File: config.mk
export PLATFORM = sky130hd
export DESIGN_NAME = grid_maze_depth_first_search_top
export DESIGN_NICKNAME = d
export VERILOG_FILES = /design/src/gmd_pkg.sv /design/src/gmd_ram.sv /design/src/gmd_ctrl.sv /design/src/gmd_dpath.sv /design/src/grid_maze_depth_first_search_top.sv
export SDC_FILE = /design/constraint.sdc
export NUM_CORES = 1
export LEC_CHECK = 0
export ABC_AREA = 1
export BUFFER_PORTS_ARGS = -buffer_cell sky130_fd_sc_hd__buf_2
export CAP_MARGIN = 5
export CELL_PAD_IN_SITES_DETAIL_PLACEMENT = 1
export CELL_PAD_IN_SITES_GLOBAL_PLACEMENT = 1
export CORE_MARGIN = 2
export CORE_UTILIZATION = 25
export CTS_BUF_LIST = sky130_fd_sc_hd__clkbuf_2
export CTS_CLUSTER_DIAMETER = 30
export CTS_CLUSTER_SIZE = 8
export DETAILED_ROUTE_END_ITERATION = 12
export PLACE_DENSITY = 0.55
export SYNTH_ARGS = -nofsm -noshare
export SYNTH_HDL_FRONTEND = slang
export SYNTH_HIERARCHICAL = 1
export SYNTH_SLANG_ARGS = --single-unit
File: constraint.sdc
create_clock -name i_clk -period 6.3 [get_ports i_clk]
set_clock_uncertainty 0.15 [all_clocks]
set_input_delay 0.63 -clock i_clk [delete_from_list [all_inputs] [get_ports i_clk]]
set_output_delay 0.63 -clock i_clk [all_outputs]
set_load 0.02 [all_outputs]
File: src/gmd_pkg.sv
// ----------------------------------------------------------------------------
// gmd_pkg
// shared types and constants for the grid maze depth-first walker
// ----------------------------------------------------------------------------
package gmd_pkg;

    localparam int unsigned STACK_DEPTH = 64;
    localparam int unsigned STACK_AW    = 6;
    localparam int unsigned DEPTH_W     = 7;
    localparam int unsigned SIZE_W      = 4;
    localparam logic [SIZE_W-1:0] SIZE_RESET = 4'd5;
    localparam logic [SIZE_W-1:0] SIZE_MIN   = 4'd2;

    localparam logic CMD_WRITE = 1'b0;
    localparam logic CMD_RUN   = 1'b1;

    localparam logic [1:0] DIR_RIGHT = 2'd0;
    localparam logic [1:0] DIR_UP    = 2'd1;
    localparam logic [1:0] DIR_LEFT  = 2'd2;
    localparam logic [1:0] DIR_DOWN  = 2'd3;

    typedef enum logic [2:0] {
        S_IDLE,
        S_CLEAR,
        S_INIT,
        S_TRY,
        S_CHECK,
        S_POP,
        S_POPWAIT,
        S_FLUSH
    } t_state;

    typedef struct packed {
        logic wr_cell;
        logic clear;
        logic init;
        logic next_dir;
        logic enter;
        logic pop;
        logic load_top;
        logic flush;
    } t_cmd;

    typedef struct packed {
        logic nb_ok;
        logic wall;
        logic goal;
        logic dir_last;
        logic depth_one;
        logic clear_last;
    } t_stat;

endpackage

File: src/gmd_ram.sv
// ----------------------------------------------------------------------------
// gmd_ram
// generic simple dual-port ram, one write port, one registered read port
// ----------------------------------------------------------------------------
module gmd_ram #(
    parameter int unsigned WIDTH = 8,
    parameter int unsigned DEPTH = 64
) (
    input  logic                     i_clk,
    input  logic                     i_we,
    input  logic [$clog2(DEPTH)-1:0] i_waddr,
    input  logic [WIDTH-1:0]         i_wdata,
    input  logic [$clog2(DEPTH)-1:0] i_raddr,
    output logic [WIDTH-1:0]         o_rdata
);

    logic [WIDTH-1:0] r_mem [DEPTH];

    always_ff @(posedge i_clk) begin
        if (i_we) begin
            r_mem[i_waddr] <= i_wdata;
        end
        o_rdata <= r_mem[i_raddr];
    end

endmodule

File: src/gmd_ctrl.sv
// ----------------------------------------------------------------------------
// gmd_ctrl
// sequencer for cell writes and the depth-first walk
// ----------------------------------------------------------------------------
module gmd_ctrl
    import gmd_pkg::*;
(
    input  logic  i_clk,
    input  logic  i_rst_n,
    input  logic  i_start,
    input  logic  i_cmd,
    input  t_stat i_stat,
    output logic  o_busy,
    output t_cmd  o_cmd
);

    t_state r_state;
    t_state n_state;

    always_ff @(posedge i_clk) begin
        if (!i_rst_n) begin
            r_state <= S_IDLE;
        end else begin
            r_state <= n_state;
        end
    end

    always_comb begin
        n_state = r_state;
        case (r_state)
            S_IDLE: begin
                if (i_start && i_cmd == CMD_RUN) n_state = S_CLEAR;
            end
            S_CLEAR: begin
                if (i_stat.clear_last) n_state = S_INIT;
            end
            S_INIT: n_state = S_TRY;
            S_TRY: begin
                if (i_stat.nb_ok)         n_state = S_CHECK;
                else if (i_stat.dir_last) n_state = S_POP;
            end
            S_CHECK: begin
                if (i_stat.wall) begin
                    n_state = i_stat.dir_last ? S_POP : S_TRY;
                end else begin
                    n_state = i_stat.goal ? S_FLUSH : S_TRY;
                end
            end
            S_POP:     n_state = i_stat.depth_one ? S_FLUSH : S_POPWAIT;
            S_POPWAIT: n_state = S_TRY;
            S_FLUSH:   n_state = S_IDLE;
            default:   n_state = S_IDLE;
        endcase
    end

    always_comb begin
        o_cmd  = '0;
        o_busy = 1'b1;
        case (r_state)
            S_IDLE: begin
                o_busy        = 1'b0;
                o_cmd.wr_cell = i_start && i_cmd == CMD_WRITE;
            end
            S_CLEAR:   o_cmd.clear = 1'b1;
            S_INIT:    o_cmd.init = 1'b1;
            S_TRY:     o_cmd.next_dir = !i_stat.nb_ok;
            S_CHECK: begin
                o_cmd.next_dir = i_stat.wall;
                o_cmd.enter    = !i_stat.wall;
            end
            S_POP:     o_cmd.pop = 1'b1;
            S_POPWAIT: o_cmd.load_top = 1'b1;
            S_FLUSH:   o_cmd.flush = 1'b1;
            default:   o_busy = 1'b1;
        endcase
    end

endmodule

File: src/gmd_dpath.sv
// ----------------------------------------------------------------------------
// gmd_dpath
// wall map, visited map, path stack, neighbour check and result register
// ----------------------------------------------------------------------------
module gmd_dpath
    import gmd_pkg::*;
#(
    parameter int unsigned GRID_SIZE = 8
) (
    input  logic              i_clk,
    input  logic              i_rst_n,
    input  t_cmd              i_cmd,
    input  logic              i_cfg_we,
    input  logic [SIZE_W-1:0] i_cfg_data,
    input  logic [2:0]        i_row,
    input  logic [2:0]        i_col,
    input  logic              i_wall,
    output t_stat             o_stat,
    output logic              o_valid,
    output logic [2:0]        o_visit_row,
    output logic [2:0]        o_visit_col,
    output logic              o_reached_goal,
    output logic              o_last
);

    localparam int unsigned RW    = (GRID_SIZE > 1) ? $clog2(GRID_SIZE) : 1;
    localparam int unsigned AW    = RW + 3;
    localparam int unsigned CELLS = 1 << AW;
    localparam logic [SIZE_W-1:0] SIZE_MAX = SIZE_W'(GRID_SIZE);

    logic [SIZE_W-1:0]   r_size;
    logic [SIZE_W-1:0]   w_n;
    logic [2:0]          r_cur_r;
    logic [2:0]          r_cur_c;
    logic [1:0]          r_dir;
    logic [DEPTH_W-1:0]  r_depth;
    logic [AW-1:0]       r_clr;
    logic [CELLS-1:0]    r_wall_vld;
    logic                r_vld_q;
    logic [2:0]          r_pend_r;
    logic [2:0]          r_pend_c;
    logic                r_pend_goal;

    logic [2:0]          w_nr;
    logic [2:0]          w_nc;
    logic                w_inb;
    logic [AW-1:0]       w_nb_addr;
    logic [AW-1:0]       w_wr_addr;
    logic                w_wr_ok;
    logic                w_wall_q_raw;
    logic                w_wall_q;
    logic                w_vis_we;
    logic [AW-1:0]       w_vis_waddr;
    logic                w_vis_q;
    logic                w_stk_we;
    logic [STACK_AW-1:0] w_stk_waddr;
    logic [5:0]          w_stk_wdata;
    logic [5:0]          w_stk_rdata;
    logic [DEPTH_W-1:0]  w_depth_m2;

    // size in use clamped to the legal range
    always_comb begin
        if (r_size < SIZE_MIN)      w_n = SIZE_MIN;
        else if (r_size > SIZE_MAX) w_n = SIZE_MAX;
        else                        w_n = r_size;
    end

    // neighbour of the current cell in the direction under test
    always_comb begin
        w_nr  = r_cur_r;
        w_nc  = r_cur_c;
        w_inb = 1'b0;
        case (r_dir)
            DIR_RIGHT: begin
                w_nc  = r_cur_c + 3'd1;
                w_inb = ({1'b0, r_cur_c} + 4'd1) < w_n;
            end
            DIR_UP: begin
                w_nr  = r_cur_r - 3'd1;
                w_inb = r_cur_r != 3'd0;
            end
            DIR_LEFT: begin
                w_nc  = r_cur_c - 3'd1;
                w_inb = r_cur_c != 3'd0;
            end
            DIR_DOWN: begin
                w_nr  = r_cur_r + 3'd1;
                w_inb = ({1'b0, r_cur_r} + 4'd1) < w_n;
            end
            default: w_inb = 1'b0;
        endcase
    end

    assign w_nb_addr = {w_nr[RW-1:0], w_nc};
    assign w_wr_addr = {i_row[RW-1:0], i_col};
    // rows past the grid are never reached, so they need no storage
    assign w_wr_ok   = {1'b0, i_row} < SIZE_MAX;
    assign w_wall_q  = r_vld_q & w_wall_q_raw;
    assign w_depth_m2 = r_depth - DEPTH_W'(2);

    // visited map: cleared one cell per cycle, then the start cell is marked
    assign w_vis_we    = i_cmd.clear || i_cmd.init || i_cmd.enter;
    assign w_vis_waddr = i_cmd.clear ? r_clr : (i_cmd.init ? {AW{1'b0}} : w_nb_addr);

    // the start cell sits at the bottom of the path stack
    assign w_stk_we    = i_cmd.init || i_cmd.enter;
    assign w_stk_waddr = i_cmd.init ? {STACK_AW{1'b0}} : r_depth[STACK_AW-1:0];
    assign w_stk_wdata = i_cmd.init ? 6'd0 : {w_nr, w_nc};

    gmd_ram #(
        .WIDTH (1),
        .DEPTH (CELLS)
    ) u_wall_ram (
        .i_clk   (i_clk),
        .i_we    (i_cmd.wr_cell && w_wr_ok),
        .i_waddr (w_wr_addr),
        .i_wdata (i_wall),
        .i_raddr (w_nb_addr),
        .o_rdata (w_wall_q_raw)
    );

    gmd_ram #(
        .WIDTH (1),
        .DEPTH (CELLS)
    ) u_visited_ram (
        .i_clk   (i_clk),
        .i_we    (w_vis_we),
        .i_waddr (w_vis_waddr),
        .i_wdata (!i_cmd.clear),
        .i_raddr (w_nb_addr),
        .o_rdata (w_vis_q)
    );

    gmd_ram #(
        .WIDTH (6),
        .DEPTH (STACK_DEPTH)
    ) u_stack_ram (
        .i_clk   (i_clk),
        .i_we    (w_stk_we),
        .i_waddr (w_stk_waddr),
        .i_wdata (w_stk_wdata),
        .i_raddr (w_depth_m2[STACK_AW-1:0]),
        .o_rdata (w_stk_rdata)
    );

    // blocked by a wall or by an earlier visit
    assign o_stat.nb_ok      = w_inb;
    assign o_stat.wall       = w_wall_q || w_vis_q;
    assign o_stat.goal       = ({1'b0, w_nr} == w_n - 4'd1) && ({1'b0, w_nc} == w_n - 4'd1);
    assign o_stat.dir_last   = r_dir == DIR_DOWN;
    assign o_stat.depth_one  = r_depth == DEPTH_W'(1);
    assign o_stat.clear_last = r_clr == {AW{1'b1}};

    always_ff @(posedge i_clk) begin
        if (!i_rst_n) begin
            r_size     <= SIZE_RESET;
            r_depth    <= '0;
            r_dir      <= DIR_RIGHT;
            r_clr      <= '0;
            r_wall_vld <= '0;
            o_valid    <= 1'b0;
        end else begin
            o_valid <= i_cmd.enter || i_cmd.flush;
            if (i_cfg_we) r_size <= i_cfg_data;
            if (i_cmd.wr_cell && w_wr_ok) r_wall_vld[w_wr_addr] <= 1'b1;
            if (i_cmd.clear) r_clr <= r_clr + AW'(1);
            if (i_cmd.init) begin
                r_depth <= DEPTH_W'(1);
                r_dir   <= DIR_RIGHT;
            end
            if (i_cmd.next_dir) r_dir <= r_dir + 2'd1;
            if (i_cmd.enter) begin
                r_depth <= r_depth + DEPTH_W'(1);
                r_dir   <= DIR_RIGHT;
            end
            if (i_cmd.pop) r_depth <= r_depth - DEPTH_W'(1);
            if (i_cmd.load_top) r_dir <= DIR_RIGHT;
        end
    end

    // payload registers
    always_ff @(posedge i_clk) begin
        r_vld_q <= r_wall_vld[w_nb_addr];
        if (i_cmd.init) begin
            r_cur_r     <= 3'd0;
            r_cur_c     <= 3'd0;
            r_pend_r    <= 3'd0;
            r_pend_c    <= 3'd0;
            r_pend_goal <= 1'b0;
        end
        if (i_cmd.load_top) begin
            r_cur_r <= w_stk_rdata[5:3];
            r_cur_c <= w_stk_rdata[2:0];
        end
        // the previous cell goes out once the next one is known
        if (i_cmd.enter) begin
            o_visit_row    <= r_pend_r;
            o_visit_col    <= r_pend_c;
            o_reached_goal <= 1'b0;
            o_last         <= 1'b0;
            r_cur_r        <= w_nr;
            r_cur_c        <= w_nc;
            r_pend_r       <= w_nr;
            r_pend_c       <= w_nc;
            r_pend_goal    <= o_stat.goal;
        end
        if (i_cmd.flush) begin
            o_visit_row    <= r_pend_r;
            o_visit_col    <= r_pend_c;
            o_reached_goal <= r_pend_goal;
            o_last         <= 1'b1;
        end
    end

    a_depth_bound: assert property (@(posedge i_clk) disable iff (!i_rst_n)
        r_depth <= DEPTH_W'(STACK_DEPTH))
        else $error("path stack depth out of range");

    a_enter_fresh: assert property (@(posedge i_clk) disable iff (!i_rst_n)
        i_cmd.enter |-> w_inb && !w_vis_q)
        else $error("walk entered a visited or outside cell");

    a_pop_nonempty: assert property (@(posedge i_clk) disable iff (!i_rst_n)
        i_cmd.pop |-> r_depth != '0)
        else $error("pop from an empty path stack");

    a_goal_final: assert property (@(posedge i_clk) disable iff (!i_rst_n)
        o_valid && o_reached_goal |-> o_last)
        else $error("goal flag on a word that is not the last");

endmodule

File: src/grid_maze_depth_first_search_top.sv
// ----------------------------------------------------------------------------
// grid_maze_depth_first_search_top
// depth-first maze walker over a square grid of wall bits
// ----------------------------------------------------------------------------
// A command is taken when start is high and busy is low. A cell write leaves
// busy low. A run first clears the visited map, one cell per cycle over the
// whole stored grid, then sets up the walk, then walks from the top-left cell
// toward the far corner and emits one word per cell entered, each on the
// o_visit_* ports for one cycle with o_valid high; the receiver cannot stall,
// so every word must be taken when shown. A neighbour outside the grid is
// skipped without a map read; one inside is checked against the wall and
// visited maps, which are rams with a registered read. A backtrack pops the
// path stack and then waits for its registered read, but the one that empties
// the stack goes straight to the final word. A flush state issues the final
// word, which shows in the same cycle that busy drops. The last word of a run
// carries o_last, and o_reached_goal when the far corner was entered. busy is
// high for the whole run.
// ----------------------------------------------------------------------------
module grid_maze_depth_first_search_top
    import gmd_pkg::*;
#(
    parameter int unsigned GRID_SIZE = 8
) (
    input  logic              i_clk,
    input  logic              i_rst_n,
    input  logic              start,
    output logic              busy,
    input  logic              i_cmd,
    input  logic [2:0]        i_row,
    input  logic [2:0]        i_col,
    input  logic              i_wall,
    input  logic              i_cfg_we,
    input  logic [SIZE_W-1:0] i_cfg_data,
    output logic              o_valid,
    output logic [2:0]        o_visit_row,
    output logic [2:0]        o_visit_col,
    output logic              o_reached_goal,
    output logic              o_last
);

    t_cmd  w_cmd;
    t_stat w_stat;

    gmd_ctrl u_ctrl (
        .i_clk   (i_clk),
        .i_rst_n (i_rst_n),
        .i_start (start),
        .i_cmd   (i_cmd),
        .i_stat  (w_stat),
        .o_busy  (busy),
        .o_cmd   (w_cmd)
    );

    gmd_dpath #(
        .GRID_SIZE (GRID_SIZE)
    ) u_dpath (
        .i_clk          (i_clk),
        .i_rst_n        (i_rst_n),
        .i_cmd          (w_cmd),
        .i_cfg_we       (i_cfg_we),
        .i_cfg_data     (i_cfg_data),
        .i_row          (i_row),
        .i_col          (i_col),
        .i_wall         (i_wall),
        .o_stat         (w_stat),
        .o_valid        (o_valid),
        .o_visit_row    (o_visit_row),
        .o_visit_col    (o_visit_col),
        .o_reached_goal (o_reached_goal),
        .o_last         (o_last)
    );

    a_last_idle: assert property (@(posedge i_clk) disable iff (!i_rst_n)
        o_valid && o_last |-> !busy)
        else $error("busy still high after the final word");

endmodule

==> impl_metrics.ini, run 1 <==
[clock_tree]
root_buffer = clkbuf_2
insertion_delay_ns = 1.35
path_clk_slew_ns = 0.12
h-tree-depth = 4
cts_buffers = 149
cts_max_path_buffers = 3
post-cts-setup-buffers = 0
clkSinkCount = 629
cts_tree = yes

[synth]
yosys-top-cells-area = edfxtp_1, nand2_1, nand3_1
async_flop_share_pct = 0
synthFlopType = edfxtp_1
synth-edff-count = 532
yosysUniqueCellTypes = 41
synth_area_um2 = 27900
synthTopCellsByCount = nand2_1, nand3_1, edfxtp_1
ys_seq_elements = 629
yosysSeqAreaShare_pct = 64.2
yosysWarnings = 6
synthCells = 2824
synth_largest_area_cell = edfxtp_1
yosys.area.top_type_share_pct = 57.2
yosysMostFrequentCell = nand2_1
synth.avg_cell_area_um2 = 9.88
synthesis.nets = 2863

[final_layout]
area_delta_synth_final_pct = 14.0
utilization_pct = 28.8
final_cell_area_um2 = 31800
drive_gt1_share_pct = 11.8
final_net_count = 2976

[worst_setup_path]
crit_buf_inv = 3
crit_family = simple AND/OR/NAND/NOR gates
end_kind = flip-flop
critPathRequiredTime_ns = 7.07
cp_max_fo = 21
critPathSlowestCell = nand4_1
path_common_cell = nor2_1
start_kind = flip-flop
critPathKind = reg2reg
cp_cell_sequence = inv_2 -> nor2_1 -> inv_1 -> nor2_1 -> inv_1 -> nand2_1 -> nand4_1 -> nor2_1
worst_ep_arrival_time_ns = 5.09
slowest_delay_ns = 0.98

[global_routing]
antenna_found_initial = 2
grt-ovfl-total = 0
grt_max_degree = 77
grt_pass1_wl_um = 129000
grt_usage_pct = 14.6
grt_pass1_vias = 21140

[place]
gp_congestion = 0.758
port_buffers = 25
place_ws_ns = 1.92
place_area_um2 = 29400
hpwl_um = 50000

[timing]
drv_slew = 0
post-route-period-util_pct = 68.7
layout_setup_ws_ns = 1.98
tns_ns = 0
fmax_ghz = 0.231
hold_viol = 0
slew_headroom_pct = 13.8
hold_ws_ns = 0.217
rsz0062_at_grt = false
setup_viol = 0
min_period_ns = 4.32
worst_slew_pin_slew_ns = 1.28

[floorplan]
start_util_pct = 25.2
dieArea_um2 = 114000
die_w_um = 338
std_cell_rows = 122
dieHeight_um = 338
core_area_um2 = 111000
ios = 26

[routing]
vias = 20574
viasPerCell = 4.52
drt_iter0_drc = 1496
ant_nets = 0
wl_per_cell_um = 18.6
drt_wl_total_um = 84600
firstDrtPassIters = 5
route.detailed.drc = 0

[power_and_ir_drop]
powerDensity_nw_per_um2 = 322
seq_power_share_pct = 47.1
p_leak_nw = 11.6
pwr-share-clk_pct = 35.8
vdd_drop_max_mv = 0.217
pwr-share-comb_pct = 17.1
cellInternalPower_mw = 7.00
switchingPower_mw = 3.25
switching_share_pct = 31.7

[status]
status = finished, final reports clean

[worst_hold_path]
hp-class = reg2reg

[job]
drv_cap = 0
-- logic make-up after synthesis --
| group | count (synthesis) | share of synthesized area [%] |
|---|---|---|
| compound gates | 132 | 2.59 |
| buf+inv | 311 | 5.27 |
| simple gates | 1721 | 26.6 |
| flops | 629 | 64.2 |
| xor+xnor | 8 | 0.251 |
| fa+ha+maj | 23 | 1.08 |
-- routing by layer --
metal | vias to the layer above | routed length [µm] | track usage, %
li1 | 9949 | - | -
met1 | 10041 | 39500 | 19.5
met2 | 419 | 39200 | 23.5
met3 | 165 | 3540 | 2.75
met4 | 0 | 2330 | 5.58
met5 | - | 0 | 0
-- registers in the layout (all words and copies together) (netlist names), 2 cells and up --
signal / cells
u_dpath/r_clr: 6
u_dpath/r_pend_r: 3
u_dpath/r_dir: 2
u_dpath/r_size: 4
u_dpath/r_cur_c: 3
u_dpath/r_cur_r: 3
u_dpath/r_pend_c: 3
u_dpath/r_wall_vld: 64
u_dpath/u_visited_ram/r_mem: 64
u_dpath/u_wall_ram/r_mem: 64
u_dpath/o_visit_row: 3
u_dpath/r_depth: 7
u_ctrl/r_state: 3
u_dpath/u_stack_ram/o_rdata: 6
u_dpath/u_stack_ram/r_mem: 384
u_dpath/o_visit_col: 3
-- worst register-to-register path: cells and delay by family, from the launching register on --
family | cells | cell delay [ns]
buffers and inverters | 3 | 0.51
flip-flops | 1 | 0.47
AND/OR/NAND/NOR | 5 | 2.79
-- power by group through the flow --
| stage | clock network, mW | registers [mW] | logic, mW |
|---|---|---|---|
| global route | 4.02 | 4.84 | 1.96 |
| global placement | 0 | 4.92 | 1.77 |
| CTS | 3.82 | 4.83 | 1.79 |
| finish | 3.67 | 4.83 | 1.75 |
| floorplan | 0 | 4.90 | 1.13 |
| detailed placement | 0 | 4.93 | 1.77 |
-- layout by cell type, fill, tap and decap left out, types with 15 or more instances in the layout --
| cell | count |
|---|---|
| a21oi_1 | 87 |
| buf_2 | 26 |
| buf_4 | 27 |
| bufinv_16 | 24 |
| clkbuf_2 | 184 |
| clkinv_1 | 21 |
| clkinv_2 | 31 |
| clkinvlp_4 | 15 |
| dfxtp_1 | 96 |
| dlygate4sd3_1 | 42 |
| edfxtp_1 | 532 |
| ha_1 | 21 |
| inv_1 | 162 |
| nand2_1 | 855 |
| nand3_1 | 541 |
| nand4_1 | 29 |
| nor2_1 | 229 |
| nor3_1 | 21 |
| nor4_1 | 16 |
| o21ai_0 | 26 |
-- stage by stage --
stage	instances	total power [mW]
6_report	4551	10.2
2_1_floorplan	2824	6.02
3_3_place_gp	4229	6.69
5_1_grt	4551	10.8
4_1_cts	4546	10.4
3_5_place_dp	4230	6.70
-- cell type report --
type / instances / area [µm²]
Timing Repair Buffer: 98 / 783
Sequential cell: 629 / 17900
Tap cell: 1488 / 1860
Clock inverter: 92 / 1070
Inverter: 175 / 674
Clock buffer: 182 / 911
Fill cell: 12779 / 78800
Multi-Input combinational cell: 1884 / 8600
Antenna cell: 3 / 7.51
-- repair_timing --
item,in CTS,in global routing
hold endpoints to repair,211,0
gates resized for setup,0,0
hold buffers,42,0
-- final timing paths --
| path | start | slack [ns] | cells past startpoint | to |
|---|---|---|---|---|
| worst max-delay path | u_ctrl/r_state[2]$_SDFFE_PN0P_ | 1.98 | 8 | u_dpath/u_stack_ram/r_mem[23][0]$_DFFE_PP_ |
| worst min register to register | u_dpath/r_pend_r[2]$_SDFFCE_PN0P_ | 0.22 | 0 | u_dpath/o_visit_row[2]$_DFFE_PP_ |
| worst max register to register | u_ctrl/r_state[2]$_SDFFE_PN0P_ | 1.98 | 8 | u_dpath/u_stack_ram/r_mem[23][0]$_DFFE_PP_ |
| worst min-delay path | u_dpath/r_pend_r[2]$_SDFFCE_PN0P_ | 0.22 | 0 | u_dpath/o_visit_row[2]$_DFFE_PP_ |
Power figures use the tool's default switching activity.
==> run 2, diff against run 1 <==
==> constraint.sdc (replaced) <==
create_clock -name i_clk -period 4.45 [get_ports i_clk]
set_clock_uncertainty 0.15 [all_clocks]
set_input_delay 0.445 -clock i_clk [delete_from_list [all_inputs] [get_ports i_clk]]
set_output_delay 0.445 -clock i_clk [all_outputs]
set_load 0.02 [all_outputs]
==> impl_metrics.ini, run 2 (synthesis results as in run 1) <==
[worst_setup_path]
worst_ep_arrival_time_ns = 5.21
crit_family = buffers and inverters
slowest_delay_ns = 0.84
cp_max_fo = 9
start_kind = primary input
crit_buf_inv = 7
critPathRequiredTime_ns = 5.64
cp_cell_sequence = dlygate4sd3_1 -> dlygate4sd3_1 -> buf_2 -> dlygate4sd3_1 -> nand2_1 -> dlygate4sd3_1 -> nor3_1 -> dlygate4sd3_1 -> nand4_1 -> dlygate4sd3_1 -> a21oi_1
path_common_cell = dlygate4sd3_1
end_kind = flip-flop
critPathSlowestCell = dlygate4sd3_1
critPathKind = in2reg
cp_num_cells = 11
rr_worst_depth = 14

[routing]
vias = 20904
drt_wl_total_um = 85600
viasPerCell = 4.53
firstDrtPassIters = 5
ant_nets = 0
route.detailed.drc = 0
wl_per_cell_um = 18.6
drt_iter0_drc = 1164

[worst_hold_path]
min_path_cells = 6
hp-class = in2reg

[floorplan]
start_util_pct = 25.2
std_cell_rows = 122
dieArea_um2 = 114000
core_area_um2 = 111000
dieHeight_um = 338
die_w_um = 338
ios = 26

[global_routing]
antenna_found_initial = 2
grt_max_degree = 198
grt_pass1_wl_um = 131000
grt_pass1_vias = 21651
grt_usage_pct = 14.9
grt-ovfl-total = 0

[clock_tree]
post_cts_resized = 0
insertion_delay_ns = 1.40
clkSinkCount = 629
cts_tree = yes
cts_buffers = 155
path_clk_slew_ns = 0.10
h-tree-depth = 4
root_buffer = clkbuf_2
cts_max_path_buffers = 3

[power_and_ir_drop]
p_leak_nw = 11.8
powerDensity_nw_per_um2 = 457
vdd_drop_max_mv = 0.218
power_mw = 14.8

[final_layout]
drive_gt1_share_pct = 12.7
area_delta_synth_final_pct = 15.9
final_common_cell = nand2_1
largest_reg_flops = 384
final_cell_mix = nand2_1, nand3_1, edfxtp_1
top_register = u_dpath/u_stack_ram/r_mem
final_net_count = 3024

[place]
port_buffers = 25
gp_congestion = 0.771
hpwl_um = 50400

[timing]
rsz0062_at_grt = false
tns_ns = 0
min_period_ns = 4.02
slew_headroom_pct = 21.3
post-route-period-util_pct = 90.4
drv_slew = 0
setup_viol = 0
fmax_ghz = 0.249
worst_slew_pin_slew_ns = 1.18
hold_viol = 0

[status]
status = finished, final reports clean

[job]
drv_cap = 0
## run 2: cell types whose count changed in the layout (fill, tap and decap cells not counted), moves of 2 or more
cell	before	now
clkbuf_2	184	188
clkinv_2	31	28
dlygate4sd3_1	42	58
clkinv_4	1	4
diode_2	3	10
bufinv_16	24	26
buf_4	27	55
clkinv_1	21	25
## run 2: through the flow
step	worst slack [ns]	cell area (µm²)	util (%)	hold slack (ns)	instances
2_1_floorplan	0.0275	27900	-	0.250	2824
3_3_place_gp	0.780	29600	26.8	0.280	4258
3_5_place_dp	0.732	29600	26.8	0.298	4258
4_1_cts	0.665	32300	29.2	0.0165	4602
5_1_grt	0.355	32300	29.2	0.0681	4611
6_report	0.427	32300	29.2	0.209	4612
## run 2: cell type report
class / count / area (µm²)
antenna: 10 / 25.0
clock buffer: 188 / 941
clock inverter: 98 / 1160
fill: 12774 / 78300
inverter: 175 / 677
multi-input combinational: 1884 / 8600
sequential: 629 / 17900
tap: 1488 / 1860
timing repair buffer: 140 / 1160
## run 2: worst min-delay path: cells and delay by family
kind	cells	cell delay [ns]
buf+inv	3	0.84
simple gates	3	0.29
## run 2: worst paths after layout
check	startpoint	endpoint	slack, ns
setup / recovery	i_row[2]	u_dpath/r_wall_vld[60]$_SDFFE_PN0P_	0.43
hold / removal	i_cmd	u_dpath/u_wall_ram/r_mem[48]$_DFFE_PP_	0.21
setup reg to reg	u_dpath/r_dir[0]$_SDFFE_PP0P_	u_dpath/u_visited_ram/r_mem[36]$_DFFE_PP_	0.67
hold reg to reg	u_dpath/r_wall_vld[2]$_SDFFE_PN0P_	u_dpath/r_wall_vld[2]$_SDFFE_PN0P_	0.31
## run 2: timing repair
| action | in CTS | in global routing |
|---|---|---|
| hold buffers | 58 | 0 |
| endpoints found under the hold margin | 214 | 0 |
| setup buffers | 0 | 0 |
## run 2: power breakdown
group	switching (mW)	internal, mW	leakage, nW
Clock	2.67	2.77	1.32
Combinational	1.94	0.585	4.91
Sequential	0.0622	6.76	5.58
## run 2: routing by layer
| layer | track usage [%] | part of all wire (%) | vias to the layer above |
|---|---|---|---|
| li1 | - | - | 10069 |
| met2 | 24.7 | 48 | 335 |
| met5 | 0 | 0 | - |
| met4 | 4.47 | 1.9 | 0 |
| met3 | 3.13 | 4.0 | 127 |
| met1 | 19.4 | 46 | 10373 |
==> run 3, diff against run 2 <==
--- a/config.mk
+++ b/config.mk
@@ -10,6 +10,7 @@
 export CAP_MARGIN = 5
 export CELL_PAD_IN_SITES_DETAIL_PLACEMENT = 1
 export CELL_PAD_IN_SITES_GLOBAL_PLACEMENT = 1
+export CORE_ASPECT_RATIO = 1.1
 export CORE_MARGIN = 2
 export CORE_UTILIZATION = 25
 export CTS_BUF_LIST = sky130_fd_sc_hd__clkbuf_2
==> impl_metrics.ini, run 3 (synthesis results as in run 1) <==
[worst_setup_path]
cp_num_cells = 10
rr_startpoint = u_ctrl/r_state[0]$_SDFFE_PN0P_
cp_max_fo = 11
rr_worst_depth = 10
critPathKind = reg2reg
crit_path_end = u_dpath/r_wall_vld[62]$_SDFFE_PN0P_
cp_cell_sequence = nor2_2 -> nand2_1 -> nor3b_2 -> buf_4 -> inv_2 -> nor3_1 -> dlygate4sd3_1 -> nand4_1 -> dlygate4sd3_1 -> a21oi_1
slowest_delay_ns = 0.80
worst_ep_arrival_time_ns = 4.99
end_kind = flip-flop
critPathLaunch = u_ctrl/r_state[0]$_SDFFE_PN0P_
critPathSlowestCell = dlygate4sd3_1
regToRegSetupSlack_ns = 0.64
critPathRequiredTime_ns = 5.63
start_kind = flip-flop
crit_family = buffers and inverters
r2r_end = u_dpath/r_wall_vld[62]$_SDFFE_PN0P_
crit_buf_inv = 4
path_common_cell = dlygate4sd3_1

[timing]
min_period_ns = 3.81
setup_viol = 0
hold_ws_ns = 0.262
slew_headroom_pct = 23.7
drv_slew = 0
rsz0062_at_grt = false
worst_slew_pin_slew_ns = 1.14
fmax_ghz = 0.262
post-route-period-util_pct = 85.7
tns_ns = 0
hold_viol = 0

[global_routing]
use_met3_pct = 2.90
grt_usage_pct = 14.9
use_met2_pct = 24.1
met1_usage_pct = 19.5
grt-ovfl-total = 0
grt_pass1_wl_um = 129000
grt_max_degree = 83
grt_pass1_vias = 21667
antenna_found_initial = 4
grt.busiest_layer = met2

[final_layout]
final_common_cell = nand2_1
top_register = u_dpath/u_stack_ram/r_mem
largest_reg_flops = 384
area_delta_synth_final_pct = 15.5
final_cell_mix = nand2_1, nand3_1, edfxtp_1
layout.filler_cells = 12764
final_net_count = 3022
drive_gt1_share_pct = 12.7

[floorplan]
start_util_pct = 25.2
die_w_um = 323
dieHeight_um = 354
core_area_um2 = 111000
dieArea_um2 = 114000
std_cell_rows = 128
ios = 26

[job]
drv_cap = 0

[routing]
drt_wl_total_um = 84200
firstDrtPassIters = 5
ant_nets = 0
wl_per_cell_um = 18.3
viasPerCell = 4.52
route.detailed.drc = 0
drt_iter0_drc = 1253
vias = 20864

[place]
hpwl_um = 50300
port_buffers = 25
gp_congestion = 0.789

[power_and_ir_drop]
p_leak_nw = 11.8
vdd_drop_max_mv = 0.264
powerDensity_nw_per_um2 = 450

[clock_tree]
post_cts_resized = 0
h-tree-depth = 4
root_buffer = clkbuf_2
cts_buffers = 155
clkSinkCount = 629
cts_tree = yes
cts_max_path_buffers = 3
insertion_delay_ns = 1.48
path_clk_slew_ns = 0.12

[worst_hold_path]
hp-class = in2reg

[status]
status = finished, final reports clean
-- run 3: area by class of cell --
cell class	count	area (µm²)	share of cell area, %
well taps	1495	1870	5.80
diodes	6	15.0	0.0466
clock buffers	178	891	2.76
multi-input cells	1884	8600	26.7
inverters	175	677	2.10
repair buffers	138	1130	3.52
clock inverters	108	1130	3.50
flip-flops and latches	629	17900	55.6
-- run 3: report_power, final --
group          internal [mW]  total (mW)  switching (mW)
clock                   2.53        5.21            2.68
sequential              6.75        6.84          0.0830
combinational          0.573        2.46            1.89
-- run 3: worst min-delay path, stage by stage --
cell and delay [ns]:
dlygate4sd3_1 0.53, buf_2 0.18, inv_1 0.11, nand3_1 0.28
nor2_1 0.10
-- run 3: how the worst min path moves through the flow --
stage / startpoint / endpoint / cells past startpoint
5_1_grt: i_row[2] / u_dpath/u_wall_ram/r_mem[1]$_DFFE_PP_ / 5
3_3_place_gp: u_dpath/r_pend_r[0]$_SDFFCE_PN0P_ / u_dpath/o_visit_row[0]$_DFFE_PP_ / 0
2_1_floorplan: u_dpath/r_pend_c[0]$_SDFFCE_PN0P_ / u_dpath/o_visit_col[0]$_DFFE_PP_ / 0
6_report: i_row[2] / u_dpath/u_wall_ram/r_mem[5]$_DFFE_PP_ / 5
3_5_place_dp: u_dpath/r_pend_r[2]$_SDFFCE_PN0P_ / u_dpath/o_visit_row[2]$_DFFE_PP_ / 0
4_1_cts: i_cfg_we / u_dpath/r_size[0]$_SDFFE_PN1P_ / 4
-- run 3: stage by stage --
step                cells  cell area (µm²)  utilization [%]  worst slack (ns)  total power, mW
finish               4613            32200             29.1             0.638             14.5
detailed placement   4267            29700             26.8             0.783             9.45
floorplan            2824            27900                -            0.0275             8.53
global placement     4267            29700             26.8             0.786             9.43
CTS                  4607            32200             29.1             0.629             14.8
global route         4612            32200             29.1             0.269             15.3
-- run 3: per-layer routing --
metal  vias up  routed length [µm]
met5         -                   0
met4         0                2180
met2       395               39400
li1      10042                   -
met1     10265               39000
met3       162                3580
-- run 3: what timing repair did --
item / in CTS / in global routing
endpoints found under the setup margin: 0 / 0
hold buffers: 54 / 0
setup buffers: 0 / 0
hold endpoints to repair: 215 / 0
